<file path="config.mk">
export PLATFORM = sky130hd
export DESIGN_NAME = nmea_gsv_snr_parser_unit
export DESIGN_NICKNAME = d
export VERILOG_FILES = /design/src/hw/rtl/nmea_gsv_pkg.sv /design/src/hw/rtl/nmea_gsv_div.sv /design/src/hw/rtl/nmea_gsv_dp.sv /design/src/hw/rtl/nmea_gsv_ctrl.sv /design/src/hw/rtl/nmea_gsv_snr_parser_unit.sv
export VERILOG_INCLUDE_DIRS = /design/src /design/src/hw/rtl
export SDC_FILE = /design/constraint.sdc
export NUM_CORES = 1
export LEC_CHECK = 0
export ABC_AREA = 1
export BUFFER_PORTS_ARGS = -buffer_cell sky130_fd_sc_hd__buf_2
export CORE_MARGIN = 2
export CORE_UTILIZATION = 40
export DETAILED_ROUTE_END_ITERATION = 10
export PLACE_DENSITY = 0.58
export SLEW_MARGIN = 20
export SYNTH_ARGS = -nofsm -noshare
export SYNTH_HDL_FRONTEND = slang
export SYNTH_SLANG_ARGS = --single-unit
</file>
<file path="constraint.sdc">
create_clock -name clk -period 5.2 [get_ports clk]
set_input_delay 1.04 -clock clk [delete_from_list [all_inputs] [get_ports clk]]
set_output_delay 1.04 -clock clk [all_outputs]
set_load 0.02 [all_outputs]
</file>
<file path="src/hw/rtl/nmea_gsv_snr_parser_unit_assert.svh">
// Assertion macros used by the parser RTL controller.
// No dependencies; included by nmea_gsv_ctrl, which carries concurrent checks.
`ifndef NMEA_GSV_SNR_PARSER_UNIT_ASSERT_SVH
`define NMEA_GSV_SNR_PARSER_UNIT_ASSERT_SVH
`ifndef SYNTHESIS
`define NGSV_ASSERT_IMPL(label, clk, rst_n, ante, cons) \
    label: assert property (@(posedge clk) disable iff (!rst_n) (ante) |-> (cons)) \
        else $error("assertion failed: same-cycle implication");
`define NGSV_ASSERT_NEXT(label, clk, rst_n, ante, cons) \
    label: assert property (@(posedge clk) disable iff (!rst_n) (ante) |=> (cons)) \
        else $error("assertion failed: next-cycle implication");
`else
`define NGSV_ASSERT_IMPL(label, clk, rst_n, ante, cons)
`define NGSV_ASSERT_NEXT(label, clk, rst_n, ante, cons)
`endif
`endif

</file>
<file path="src/hw/rtl/nmea_gsv_pkg.sv">
// Shared types and constants for the GSV sentence SNR parser.
// No dependencies.
`default_nettype none

package nmea_gsv_pkg;

    localparam int MAX_CHARS_DEF = 127;
    localparam int BAR_SLOTS_DEF = 16;

    localparam logic [7:0] CH_DOLLAR = 8'h24;
    localparam logic [7:0] CH_STAR   = 8'h2A;
    localparam logic [7:0] CH_COMMA  = 8'h2C;
    localparam logic [7:0] CH_G      = 8'h47;
    localparam logic [7:0] CH_S      = 8'h53;
    localparam logic [7:0] CH_V      = 8'h56;
    localparam logic [7:0] CH_ZERO   = 8'h30;
    localparam logic [7:0] CH_NINE   = 8'h39;

    localparam int FIELD_W  = 6;
    localparam int DV_W     = 8;
    localparam int CNT_W    = 6;
    localparam int SUM_W    = 13;
    localparam int SATS_W   = 9;
    localparam int AVG_W    = 12;
    localparam int IDX_W    = 4;
    localparam int STORED_W = 5;
    localparam int DIV_W    = SUM_W + 4;
    localparam int OUT_DATA_W = 64;

    localparam logic [FIELD_W-1:0] FIELD_TOP  = 6'd63;
    localparam logic [FIELD_W-1:0] SATS_FIELD = 6'd3;
    localparam logic [FIELD_W-1:0] SNR_FIRST  = 6'd7;
    localparam logic [DV_W-1:0]    DV_MAX     = 8'd255;
    localparam logic [AVG_W-1:0]   AVG_MAX    = 12'd4080;
    localparam int                 MIN_LAST_POS = 6;

    localparam logic KIND_BAR = 1'b0;
    localparam logic KIND_SUM = 1'b1;

    typedef struct packed {
        logic accept;
        logic div_start;
        logic load_bar;
        logic bar_last;
        logic load_sum;
    } dp_cmd_t;

    typedef struct packed {
        logic bar_hit;
        logic sum_hit;
        logic out_free;
        logic div_done;
    } dp_status_t;

    typedef struct packed {
        logic [3:0]          pad;
        logic [STORED_W-1:0] bars_stored;
        logic [DV_W-1:0]     snr_peak_ever;
        logic [DV_W-1:0]     snr_peak;
        logic [AVG_W-1:0]    snr_average;
        logic [CNT_W-1:0]    snr_count;
        logic [SATS_W-1:0]   sats_in_view;
        logic [DV_W-1:0]     bar_value;
        logic [IDX_W-1:0]    bar_index;
    } out_payload_t;

endpackage

`default_nettype wire

</file>
<file path="src/hw/rtl/nmea_gsv_div.sv">
// Restoring divider, one quotient bit per cycle.
// Depends on nothing; used by the parser datapath for the SNR average.
`default_nettype none

module nmea_gsv_div #(
    parameter int DIVIDEND_W = 17,
    parameter int DIVISOR_W  = 6
) (
    input  wire logic                  clk,
    input  wire logic                  rst_n,
    input  wire logic                  start,
    input  wire logic [DIVIDEND_W-1:0] dividend,
    input  wire logic [DIVISOR_W-1:0]  divisor,
    output logic                       done,
    output logic [DIVIDEND_W-1:0]      quotient
);

    localparam int STEP_W = $clog2(DIVIDEND_W + 1);

    logic [STEP_W-1:0]     step_reg;
    logic [DIVISOR_W-1:0]  rem_reg;
    logic [DIVISOR_W-1:0]  dvsr_reg;
    logic [DIVIDEND_W-1:0] quo_reg;
    logic [DIVISOR_W:0]    shifted;
    logic [DIVISOR_W:0]    diff;
    logic                  ge;

    assign shifted  = {rem_reg, quo_reg[DIVIDEND_W-1]};
    assign ge       = shifted >= {1'b0, dvsr_reg};
    assign diff     = shifted - {1'b0, dvsr_reg};
    assign done     = step_reg == '0;
    assign quotient = quo_reg;

    always_ff @(posedge clk or negedge rst_n)
    begin
        if (!rst_n)
        begin
            step_reg <= '0;
        end
        else if (start)
        begin
            step_reg <= STEP_W'(DIVIDEND_W);
        end
        else if (!done)
        begin
            step_reg <= step_reg - STEP_W'(1);
        end
    end

    always_ff @(posedge clk)
    begin
        if (start)
        begin
            rem_reg  <= '0;
            dvsr_reg <= divisor;
            quo_reg  <= dividend;
        end
        else if (!done)
        begin
            rem_reg <= ge ? diff[DIVISOR_W-1:0] : shifted[DIVISOR_W-1:0];
            quo_reg <= {quo_reg[DIVIDEND_W-2:0], ge};
        end
    end

endmodule

`default_nettype wire

</file>
<file path="src/hw/rtl/nmea_gsv_dp.sv">
// Datapath: sentence parse state, SNR accumulation, average divider, result register.
// Depends on nmea_gsv_pkg and nmea_gsv_div.
`default_nettype none

module nmea_gsv_dp #(
    parameter int MAX_CHARS = nmea_gsv_pkg::MAX_CHARS_DEF,
    parameter int BAR_SLOTS = nmea_gsv_pkg::BAR_SLOTS_DEF
) (
    input  wire logic                                clk,
    input  wire logic                                rst_n,
    input  wire nmea_gsv_pkg::dp_cmd_t               cmd,
    output nmea_gsv_pkg::dp_status_t                 status,
    input  wire logic [7:0]                          char_in,
    input  wire logic                                eos,
    output logic                                     m_tvalid,
    input  wire logic                                m_tready,
    output logic [nmea_gsv_pkg::OUT_DATA_W-1:0]      m_tdata,
    output logic                                     m_tuser,
    output logic                                     m_tlast
);

    localparam int POS_W   = $clog2(MAX_CHARS + 1);
    localparam int TALLY_W = $clog2(BAR_SLOTS + 1);

    typedef struct packed {
        logic [nmea_gsv_pkg::CNT_W-1:0]  cnt;
        logic [nmea_gsv_pkg::SUM_W-1:0]  sum;
        logic [nmea_gsv_pkg::DV_W-1:0]   peak;
        logic [TALLY_W-1:0]              tally;
        logic [nmea_gsv_pkg::SATS_W-1:0] sats;
        logic                            bar_hit;
        logic [nmea_gsv_pkg::DV_W-1:0]   bar_val;
        logic [TALLY_W-1:0]              bar_idx;
    } acc_t;

    function automatic acc_t close_field(
        input logic                               hdr,
        input logic [nmea_gsv_pkg::FIELD_W-1:0]   fn,
        input logic [nmea_gsv_pkg::DV_W-1:0]      dv,
        input acc_t                               a
    );
        acc_t r;
        r = a;
        if (hdr)
        begin
            if (fn == nmea_gsv_pkg::SATS_FIELD)
            begin
                r.sats = {1'b0, dv};
            end
            if (fn >= nmea_gsv_pkg::SNR_FIRST && fn[1:0] == 2'd3 && dv != '0)
            begin
                r.cnt = a.cnt + nmea_gsv_pkg::CNT_W'(1);
                r.sum = a.sum + nmea_gsv_pkg::SUM_W'(dv);
                if (dv > a.peak)
                begin
                    r.peak = dv;
                end
                if (32'(a.tally) < BAR_SLOTS)
                begin
                    r.bar_hit = 1'b1;
                    r.bar_val = dv;
                    r.bar_idx = a.tally;
                    r.tally   = a.tally + TALLY_W'(1);
                end
            end
        end
        return r;
    endfunction

    logic [POS_W-1:0]                   pos_reg;
    logic                               hdr_reg;
    logic                               star_reg;
    logic [nmea_gsv_pkg::FIELD_W-1:0]   fn_reg;
    logic [nmea_gsv_pkg::DV_W-1:0]      dv_reg;
    logic                               done_reg;
    logic [nmea_gsv_pkg::CNT_W-1:0]     cnt_reg;
    logic [nmea_gsv_pkg::SUM_W-1:0]     sum_reg;
    logic [nmea_gsv_pkg::DV_W-1:0]      peak_reg;
    logic [TALLY_W-1:0]                 tally_reg;
    logic [nmea_gsv_pkg::SATS_W-1:0]    sats_reg;
    logic [nmea_gsv_pkg::DV_W-1:0]      pe_reg;

    logic [POS_W-1:0]                   pos_next;
    logic                               hdr_next;
    logic                               star_next;
    logic [nmea_gsv_pkg::FIELD_W-1:0]   fn_next;
    logic [nmea_gsv_pkg::DV_W-1:0]      dv_next;
    logic                               done_next;
    logic [nmea_gsv_pkg::DV_W-1:0]      pe_next;
    logic [11:0]                        dv_prod;
    logic                               is_digit;
    logic                               active;
    logic                               sum_hit;
    acc_t                               acc0;
    acc_t                               acc1;
    acc_t                               acc2;

    logic [nmea_gsv_pkg::DV_W-1:0]      bar_val_reg;
    logic [nmea_gsv_pkg::IDX_W-1:0]     bar_idx_reg;
    logic [nmea_gsv_pkg::SATS_W-1:0]    sm_sats_reg;
    logic [nmea_gsv_pkg::CNT_W-1:0]     sm_cnt_reg;
    logic [nmea_gsv_pkg::DV_W-1:0]      sm_peak_reg;
    logic [nmea_gsv_pkg::STORED_W-1:0]  sm_stored_reg;

    logic                               div_done;
    logic [nmea_gsv_pkg::DIV_W-1:0]     quotient;
    logic [nmea_gsv_pkg::AVG_W-1:0]     avg;

    logic                               out_valid_reg;
    logic                               out_kind_reg;
    logic                               out_last_reg;
    nmea_gsv_pkg::out_payload_t         out_data_reg;
    nmea_gsv_pkg::out_payload_t         bar_payload;
    nmea_gsv_pkg::out_payload_t         sum_payload;

    always_comb
    begin
        pos_next  = (pos_reg < POS_W'(MAX_CHARS)) ? pos_reg + POS_W'(1) : pos_reg;
        hdr_next  = hdr_reg
                    & !(pos_reg == POS_W'(0) && char_in != nmea_gsv_pkg::CH_DOLLAR)
                    & !(pos_reg == POS_W'(3) && char_in != nmea_gsv_pkg::CH_G)
                    & !(pos_reg == POS_W'(4) && char_in != nmea_gsv_pkg::CH_S)
                    & !(pos_reg == POS_W'(5) && char_in != nmea_gsv_pkg::CH_V);
        active    = !star_reg && (pos_reg < POS_W'(MAX_CHARS));
        is_digit  = char_in >= nmea_gsv_pkg::CH_ZERO && char_in <= nmea_gsv_pkg::CH_NINE;
        dv_prod   = 12'(dv_reg) * 12'd10 + 12'(char_in - nmea_gsv_pkg::CH_ZERO);

        acc0 = '{cnt: cnt_reg, sum: sum_reg, peak: peak_reg, tally: tally_reg,
                 sats: sats_reg, bar_hit: 1'b0, bar_val: '0, bar_idx: '0};
        acc1      = acc0;
        dv_next   = dv_reg;
        done_next = done_reg;
        fn_next   = fn_reg;
        star_next = star_reg;

        if (active)
        begin
            if (char_in == nmea_gsv_pkg::CH_STAR)
            begin
                acc1      = close_field(hdr_next, fn_reg, dv_reg, acc0);
                dv_next   = '0;
                done_next = 1'b0;
                star_next = 1'b1;
            end
            else if (char_in == nmea_gsv_pkg::CH_COMMA)
            begin
                acc1      = close_field(hdr_next, fn_reg, dv_reg, acc0);
                dv_next   = '0;
                done_next = 1'b0;
                if (fn_reg == nmea_gsv_pkg::FIELD_TOP)
                begin
                    star_next = 1'b1;
                end
                else
                begin
                    fn_next = fn_reg + nmea_gsv_pkg::FIELD_W'(1);
                end
            end
            else if (is_digit && !done_reg)
            begin
                dv_next = (dv_prod > 12'(nmea_gsv_pkg::DV_MAX)) ? nmea_gsv_pkg::DV_MAX
                                                                : dv_prod[7:0];
            end
            else
            begin
                done_next = 1'b1;
            end
        end

        acc2 = acc1;
        if (eos && !star_next)
        begin
            acc2 = close_field(hdr_next, fn_next, dv_next, acc1);
        end

        sum_hit = eos && hdr_next && (pos_reg >= POS_W'(nmea_gsv_pkg::MIN_LAST_POS));
        pe_next = (sum_hit && acc2.cnt != '0 && acc2.peak > pe_reg) ? acc2.peak : pe_reg;
    end

    always_ff @(posedge clk or negedge rst_n)
    begin
        if (!rst_n)
        begin
            pos_reg   <= '0;
            hdr_reg   <= 1'b1;
            star_reg  <= 1'b0;
            fn_reg    <= '0;
            dv_reg    <= '0;
            done_reg  <= 1'b0;
            cnt_reg   <= '0;
            sum_reg   <= '0;
            peak_reg  <= '0;
            tally_reg <= '0;
            sats_reg  <= '1;
            pe_reg    <= '0;
        end
        else if (cmd.accept)
        begin
            sats_reg <= acc2.sats;
            pe_reg   <= pe_next;
            if (eos)
            begin
                pos_reg   <= '0;
                hdr_reg   <= 1'b1;
                star_reg  <= 1'b0;
                fn_reg    <= '0;
                dv_reg    <= '0;
                done_reg  <= 1'b0;
                cnt_reg   <= '0;
                sum_reg   <= '0;
                peak_reg  <= '0;
                tally_reg <= '0;
            end
            else
            begin
                pos_reg   <= pos_next;
                hdr_reg   <= hdr_next;
                star_reg  <= star_next;
                fn_reg    <= fn_next;
                dv_reg    <= dv_next;
                done_reg  <= done_next;
                cnt_reg   <= acc2.cnt;
                sum_reg   <= acc2.sum;
                peak_reg  <= acc2.peak;
                tally_reg <= acc2.tally;
            end
        end
    end

    always_ff @(posedge clk)
    begin
        if (cmd.accept)
        begin
            bar_val_reg   <= acc2.bar_val;
            bar_idx_reg   <= nmea_gsv_pkg::IDX_W'(acc2.bar_idx);
            sm_sats_reg   <= acc2.sats;
            sm_cnt_reg    <= acc2.cnt;
            sm_peak_reg   <= acc2.peak;
            sm_stored_reg <= nmea_gsv_pkg::STORED_W'(acc2.tally);
        end
    end

    nmea_gsv_div #(
        .DIVIDEND_W (nmea_gsv_pkg::DIV_W),
        .DIVISOR_W  (nmea_gsv_pkg::CNT_W)
    ) u_div (
        .clk      (clk),
        .rst_n    (rst_n),
        .start    (cmd.div_start),
        .dividend ({acc2.sum, 4'b0000}),
        .divisor  (acc2.cnt),
        .done     (div_done),
        .quotient (quotient)
    );

    always_comb
    begin
        if (sm_cnt_reg == '0)
        begin
            avg = '0;
        end
        else if (quotient > nmea_gsv_pkg::DIV_W'(nmea_gsv_pkg::AVG_MAX))
        begin
            avg = nmea_gsv_pkg::AVG_MAX;
        end
        else
        begin
            avg = quotient[nmea_gsv_pkg::AVG_W-1:0];
        end

        bar_payload           = '0;
        bar_payload.bar_index = bar_idx_reg;
        bar_payload.bar_value = bar_val_reg;

        sum_payload               = '0;
        sum_payload.sats_in_view  = sm_sats_reg;
        sum_payload.snr_count     = sm_cnt_reg;
        sum_payload.snr_average   = avg;
        sum_payload.snr_peak      = sm_peak_reg;
        sum_payload.snr_peak_ever = pe_reg;
        sum_payload.bars_stored   = sm_stored_reg;
    end

    always_ff @(posedge clk or negedge rst_n)
    begin
        if (!rst_n)
        begin
            out_valid_reg <= 1'b0;
        end
        else if (cmd.load_bar || cmd.load_sum)
        begin
            out_valid_reg <= 1'b1;
        end
        else if (m_tready)
        begin
            out_valid_reg <= 1'b0;
        end
    end

    always_ff @(posedge clk)
    begin
        if (cmd.load_bar)
        begin
            out_data_reg <= bar_payload;
            out_kind_reg <= nmea_gsv_pkg::KIND_BAR;
            out_last_reg <= cmd.bar_last;
        end
        else if (cmd.load_sum)
        begin
            out_data_reg <= sum_payload;
            out_kind_reg <= nmea_gsv_pkg::KIND_SUM;
            out_last_reg <= 1'b1;
        end
    end

    assign m_tvalid = out_valid_reg;
    assign m_tdata  = out_data_reg;
    assign m_tuser  = out_kind_reg;
    assign m_tlast  = out_last_reg;

    assign status.bar_hit  = acc2.bar_hit;
    assign status.sum_hit  = sum_hit;
    assign status.out_free = !out_valid_reg || m_tready;
    assign status.div_done = div_done;

endmodule

`default_nettype wire

</file>
<file path="src/hw/rtl/nmea_gsv_ctrl.sv">
// Controller: accepts one character, then sequences the bar and summary results.
// Depends on nmea_gsv_pkg and nmea_gsv_snr_parser_unit_assert.svh.
`default_nettype none
`include "nmea_gsv_snr_parser_unit_assert.svh"

module nmea_gsv_ctrl (
    input  wire logic                       clk,
    input  wire logic                       rst_n,
    input  wire logic                       s_tvalid,
    output logic                            s_tready,
    output nmea_gsv_pkg::dp_cmd_t           cmd,
    input  wire nmea_gsv_pkg::dp_status_t   status
);

    typedef enum logic [2:0] {
        ST_IDLE = 3'b001,
        ST_BAR  = 3'b010,
        ST_SUM  = 3'b100
    } ctrl_state_t;

    ctrl_state_t state_reg;
    ctrl_state_t state_next;
    logic        sum_pend_reg;
    logic        sum_pend_next;

    always_comb
    begin
        state_next    = state_reg;
        sum_pend_next = sum_pend_reg;
        s_tready      = 1'b0;
        cmd           = '0;
        case (state_reg)
            ST_IDLE:
            begin
                s_tready = 1'b1;
                if (s_tvalid)
                begin
                    cmd.accept    = 1'b1;
                    cmd.div_start = status.sum_hit;
                    sum_pend_next = status.sum_hit;
                    if (status.bar_hit)
                    begin
                        state_next = ST_BAR;
                    end
                    else if (status.sum_hit)
                    begin
                        state_next = ST_SUM;
                    end
                end
            end
            ST_BAR:
            begin
                if (status.out_free)
                begin
                    cmd.load_bar = 1'b1;
                    cmd.bar_last = !sum_pend_reg;
                    state_next   = sum_pend_reg ? ST_SUM : ST_IDLE;
                end
            end
            ST_SUM:
            begin
                if (status.out_free && status.div_done)
                begin
                    cmd.load_sum = 1'b1;
                    state_next   = ST_IDLE;
                end
            end
            default:
            begin
                state_next = ST_IDLE;
            end
        endcase
    end

    always_ff @(posedge clk or negedge rst_n)
    begin
        if (!rst_n)
        begin
            state_reg    <= ST_IDLE;
            sum_pend_reg <= 1'b0;
        end
        else
        begin
            state_reg    <= state_next;
            sum_pend_reg <= sum_pend_next;
        end
    end

    `NGSV_ASSERT_IMPL(a_load_needs_room, clk, rst_n, cmd.load_bar || cmd.load_sum, status.out_free)
    `NGSV_ASSERT_IMPL(a_sum_after_divide, clk, rst_n, cmd.load_sum, status.div_done)
    `NGSV_ASSERT_NEXT(a_divide_runs, clk, rst_n, cmd.accept && status.sum_hit, !status.div_done && state_reg != ST_IDLE)

endmodule

`default_nettype wire

</file>
<file path="src/hw/rtl/nmea_gsv_snr_parser_unit.sv">
// Top level of the GSV sentence SNR parser.
// Depends on nmea_gsv_pkg, nmea_gsv_ctrl and nmea_gsv_dp.
//
// Takes one sentence character per input transaction (s_tlast marks the sentence's last
// character) and emits an SNR bar transaction (m_tuser 0) for each of the first BAR_SLOTS
// positive SNR fields, plus a summary transaction (m_tuser 1) at the end of a valid GSV
// sentence; m_tlast marks the final result of a character. A sentence's last character that
// yields a summary waits for the 17-step restoring divider that forms the Q8.4 average.
// The result register lets the next character enter while a result waits.
`default_nettype none

module nmea_gsv_snr_parser_unit #(
    parameter int MAX_CHARS = nmea_gsv_pkg::MAX_CHARS_DEF,
    parameter int BAR_SLOTS = nmea_gsv_pkg::BAR_SLOTS_DEF
) (
    input  wire logic                                clk,
    input  wire logic                                rst_n,
    input  wire logic                                s_tvalid,
    output logic                                     s_tready,
    input  wire logic [7:0]                          s_tdata,  // char_in
    input  wire logic                                s_tlast,
    output logic                                     m_tvalid,
    input  wire logic                                m_tready,
    // bar_index, bar_value, sats_in_view, snr_count, snr_average, snr_peak,
    // snr_peak_ever, bars_stored, zero fill
    output logic [nmea_gsv_pkg::OUT_DATA_W-1:0]      m_tdata,
    output logic                                     m_tuser,  // kind
    output logic                                     m_tlast
);

    nmea_gsv_pkg::dp_cmd_t    cmd;
    nmea_gsv_pkg::dp_status_t status;

    nmea_gsv_ctrl u_ctrl (
        .clk      (clk),
        .rst_n    (rst_n),
        .s_tvalid (s_tvalid),
        .s_tready (s_tready),
        .cmd      (cmd),
        .status   (status)
    );

    nmea_gsv_dp #(
        .MAX_CHARS (MAX_CHARS),
        .BAR_SLOTS (BAR_SLOTS)
    ) u_dp (
        .clk      (clk),
        .rst_n    (rst_n),
        .cmd      (cmd),
        .status   (status),
        .char_in  (s_tdata),
        .eos      (s_tlast),
        .m_tvalid (m_tvalid),
        .m_tready (m_tready),
        .m_tdata  (m_tdata),
        .m_tuser  (m_tuser),
        .m_tlast  (m_tlast)
    );

endmodule

`default_nettype wire

</file>
**Word-level counts from Yosys, hierarchy flattened**

Cells that the tools add are included.

- Add/sub/neg operators: 12
- Multiply operators: 1
- Div/mod/pow operators: 0
- $lt $le $gt $ge: 14
- Equal/unequal tests: 23
- Shift operators: 0
- Mux-type cells: 73
- Bitwise gates (word level): 4
- Reduce and logical (&&, ||, !) cells: 43

Operators with widths:

| kind | number |
|---|---|
| $mux W55 | 6 |
| $mux W8 | 9 |
| $mux W32 | 2 |
| $mux W14 | 4 |
| $mux W12 | 4 |
| $mux W6 | 7 |
| $mux W17 | 2 |
| $add A13 B8 Y13 | 2 |
| $mux W5 | 5 |
| $gt A8 B8 Y1 | 3 |
| $ne A8 B7 Y1 const B | 3 |
| $add A6 B1 Y6 const B | 3 |
| $mux W1 | 18 |
| $mux W3 | 6 |
| $mux W9 | 2 |
| $gt A17 B12 Y1 const B | 1 |
| $logic_and A1 B1 Y1 | 17 |
| $eq A8 B6 Y1 const B | 2 |
| $reduce_bool A8 Y1 | 2 |
| $eq A7 B3 Y1 const B | 2 |
| $mux W7 | 2 |
| $mux W13 | 1 |
| $add A12 B12 Y12 | 1 |
| $eq A6 B2 Y1 const B | 2 |
| other kinds (38) | 64 |

- Register bits: 214
- Bits in latches: 0
- Bits in writable memories: 0
- Bits in read-only memories: 0
- Bits of input ports: 13
- Output and inout port bits: 68
- Logic and storage cells: 206
- Memories kept: 0

**Longest topological paths before layout**

- Depth after elaboration: 20
- Mapped depth: 38
- Depth with buffers taken out: 37

**Hierarchy**

A second synthesis with hierarchy kept.

- Cell total of the unflattened synthesis: 1550
- Area, all modules: 12664.6 um2

By module, submodules not included:

| module | instances | cells an instance | area each (um2) | seq. area each (um2) |
|---|---|---|---|---|
| nmea_gsv_dp | 1 | 1302 | 10611.4 | 4436.8 |
| nmea_gsv_div | 1 | 207 | 1783.0 | 935.9 |
| nmea_gsv_ctrl | 1 | 41 | 270.3 | 101.3 |

**Worst setup path before layout**

Ideal clock, no wire load.

- Kind: register to register
- Start point: register u_dp.dv_reg[1] (netlist bit)
- End point: register u_dp.pe_reg[0] (netlist bit)
- Library setup time: 117 ps
- Arrival time: 5541 ps
- Required time: 5083 ps
- Setup slack: -458 ps
- Stages on the path, launching flop included: 37
- Path buffers: 1
- Period minus slack after synthesis: 5658 ps
- Cell sequence: dfrtp_1 -> ha_1 -> ha_1 -> inv_1 -> fa_1 -> o21ai_0 -> nand2_1 -> nand2_1 -> a21oi_1 -> xor2_1 -> ha_1 -> nand2_1 -> nor2_1 -> nand3_1 -> nand3_1 -> nand3_1 -> nand2_2 -> nand4_1 -> nand2_1 -> inv_1 -> ha_1 -> a21oi_1 -> o21ai_0 -> nand2_1 -> a32oi_1 -> nand2_2 -> inv_2 -> buf_6 -> o21ai_1 -> ha_1 -> nand2_1 -> nor2_1 -> nand2_1 -> a221oi_4 -> nand2_8 -> nand2_2 -> nand2_1

RTL lines:

| element | RTL line | text |
|---|---|---|
| from (decl) | nmea_gsv_dp.sv:74 | `logic [nmea_gsv_pkg::DV_W-1:0] dv_reg;` |
| from (signal assigned) | nmea_gsv_dp.sv:220 | `dv_reg <= dv_next;` |
| to (signal assigned) | nmea_gsv_dp.sv:200 | `pe_reg <= pe_next;` |
| to (decl) | nmea_gsv_dp.sv:81 | `logic [nmea_gsv_pkg::DV_W-1:0] pe_reg;` |

==> flow_metrics.tcl <==
set metrics [dict create \
    gp_congestion 0.908 \
    numPortBuffers 76 \
    ys_seq_area_share_pct 42.6 \
    drc 0 \
    ctsHoldBuffers 0 \
    drt_first_pass_iters 5 \
    clockPowerShare_pct 22.8 \
    max_freq_mhz 186 \
    power.total_mw 7.18 \
    dp.cells 2139 \
    min_to "u_dp.m_tdata[29]$_SDFFE_PP0P_" \
    pre_cts_slack_ns -0.299 \
    max_stage_delay_ns 0.46 \
    synthFlopType "edfxtp_1" \
    worst_r2r_path_depth 34 \
    dp_hpwl_um 25400 \
    die_area_um2 33400 \
    r2r_end "u_dp.pe_reg[6]$_DFFE_PN0P_" \
    worstPathMaxFanout 8 \
    io_pins 81 \
    initial_core_util_pct 40.6 \
    cts.sink_count 214 \
    layout-drive-gt1-share_pct 25.6 \
    vias 11100 \
    instances_no_fill 2207 \
    path_clk_slew_ns 0.07 \
    post_synth_num_cell_types 60 \
    grt_pass1_wl_um 55600 \
    grt_usage_pct 20.7 \
    cts_tree "yes" \
    cts_buffers 25 \
    synth-edff-count 72 \
    synth-async-reset-ratio_pct 38.8 \
    grt_max_degree 65 \
    layout.nets 1887 \
    seq_power_share_pct 34.1 \
    endpoint_kind "flop" \
    ir_drop_mv 0.226 \
    yosys.area.top_type "edfxtp_1" \
    grt_pass1_vias 10600 \
    setup_viol 8 \
    cp.arrival_ns 5.79 \
    post-synth-top-count-cell "nand2_1" \
    p_sw_share_pct 39.8 \
    min_path_type "reg -> reg" \
    fp.dieH_um 183 \
    status "complete, but fails checks" \
    fin_hold_ws_ns 0.458 \
    yosysWarnings 0 \
    drv_slew 0 \
    hold_path_depth 2 \
    period_minus_slack_ns 5.39 \
    netlist_area_um2 12800 \
    fin_worst_skew_ns 0.0280 \
    fp-row-count 65 \
    powerDensity_nw_per_um2 453 \
    htree_levels 1 \
    synth_top_area_share_pct 16.9 \
    violations "negative setup slack" \
    rsz0062_at_grt "true" \
    worstSetupStartpoint "u_dp.dv_reg[4]$_DFFE_PN0P_" \
    crit_type "reg -> reg" \
    drt-initial-drc-count 729 \
    critPathLaunchType "flop" \
    areaGrowthSynthToFinish_pct 24.2 \
    hold_viol_final 0 \
    synthCells 1591 \
    cts-root-buf "clkbuf_16" \
    pwr-share-comb_pct 43.1 \
    antenna_found_initial 0 \
    p_int_mw 4.32 \
    via_per_inst 5.01 \
    min-delay-start "u_dp.m_tdata[29]$_SDFFE_PP0P_" \
    antenna_left 0 \
    p_switching_mw 2.85 \
    rr_startpoint "u_dp.dv_reg[4]$_DFFE_PN0P_" \
    r2r_setup_slack_ns -0.19 \
    slowest_stage "dfrtp_1" \
    drt-total-wl_um 34800 \
    clk_latency_ns 0.52 \
    diodes 0 \
    yosys-top-cells-area "edfxtp_1 (17%), dfrtp_1 (14%), dfxtp_1 (9.3%), nand2_1 (9.1%), ha_1 (8.1%)" \
    largest_reg_flops 60 \
    wl_per_cell_um 15.8 \
    power.static_leakage_nw 7.62 \
    fin_crit_sh_pct 104 \
    maxSlewHeadroom_pct 47.5 \
    dieWidth_um 183 \
    worstPathRequired_ns 5.60 \
    ys_ff_latch 214 \
    yosys-top-cells-count "nand2_1 (311), inv_1 (227), nor2_1 (148)" \
    clk_path_buf_depth 3 \
    avgSynthCellArea_um2 8.03 \
    design.core.area_um2 31500 \
    setup_tns_ns -1.45 \
    overflow 0 \
    cap_viol_max_count 0 \
    worst_slack_ns -0.190 \
    tightest_slew_ns 0.788 \
]
## layout by cell type, fill, tap and decap left out, types with 16 or more instances in the layout
| cell | n |
|---|---|
| dfxtp_1 | 59 |
| clkbuf_16 | 25 |
| dfrtp_1 | 69 |
| a21oi_1 | 55 |
| buf_4 | 127 |
| nand2_1 | 284 |
| nor2_4 | 16 |
| ha_1 | 66 |
| nand3_1 | 58 |
| o21ai_0 | 137 |
| edfxtp_1 | 72 |
| o22ai_1 | 38 |
| inv_1 | 216 |
| buf_2 | 75 |
| nand4_1 | 23 |
| nand2_2 | 56 |
| ha_4 | 17 |
| nor2_1 | 138 |
| inv_2 | 21 |
| xor2_1 | 20 |
## power groups by stage
stage               registers, mW  clock network (mW)  logic, mW
floorplan                    2.61                   0       1.68
global placement             2.46                   0       2.78
detailed placement           2.47                   0       2.82
CTS                          2.44                1.68       2.92
global route                 2.49                1.76       3.42
finish                       2.45                1.64       3.09
## repair_timing
item,CTS,global route
setup buffers,10,12
pin swaps,45,42
gates resized for setup,25,88
endpoints found under the hold margin,0,0
endpoints found under the setup margin,13,23
gates cloned,2,0
## worst max-delay path by stage
| stage | to | slack (ns) | cells after the start |
|---|---|---|---|
| final | u_dp.pe_reg[6]$_DFFE_PN0P_ | -0.19 | 34 |
| after global routing | u_dp.pe_reg[7]$_DFFE_PN0P_ | -0.48 | 35 |
| after CTS | u_dp.pe_reg[6]$_DFFE_PN0P_ | -0.18 | 37 |
| after detailed placement | u_dp.pe_reg[7]$_DFFE_PN0P_ | -0.30 | 35 |
| after global placement | u_dp.pe_reg[5]$_DFFE_PN0P_ | -0.18 | 34 |
| after floorplan | u_dp.pe_reg[0]$_DFFE_PN0P_ | -0.15 | 38 |
## logic make-up (layout without fill, tap and decap cells)
group,count (synthesis),in the layout,synth area share [%]
AND/OR/NAND/NOR,649,649,23.3
AO/OA/AOI/OAI,312,312,13.7
buffers and inverters,288,499,8.88
flip-flops,214,214,42.6
adder cells (fa/ha/maj),88,88,8.92
XOR/XNOR,39,39,2.68
other,1,4,0.0294
## layout make-up
type                    count  area, um2
clock inverters            11       70.1
multi-input cells        1092       6810
inverters                 243        922
well taps                 402        503
repair inverters            1       6.26
clock buffers              35        693
flip-flops and latches    214       5440
repair buffers            209       1420
fillers                  2990      15600
## worst max-delay path: cells and delay by family, from the launching register on
family                     cells  cell delay [ns]
AOI/OAI and AO/OA              7             1.11
xor gates and xnor gates       1             0.14
adders and majority gates      5             1.52
buffers and inverters          7             0.76
DFF                            1             0.46
and+or+nand+nor               14             1.27
## metal layers
layer	track usage, %	wire length, um
met1	29.0	16600
met2	33.3	15600
met3	2.83	1570
met4	6.48	1020
met5	0	0
## per-stage QoR
step	utilization, %	area, um2
after floorplan	-	12900
after global placement	45.9	14400
after detailed placement	45.9	14400
after CTS	49.0	15400
after global routing	50.4	15900
final	50.4	15900
Note: power is estimated with default switching activity, not from simulation.
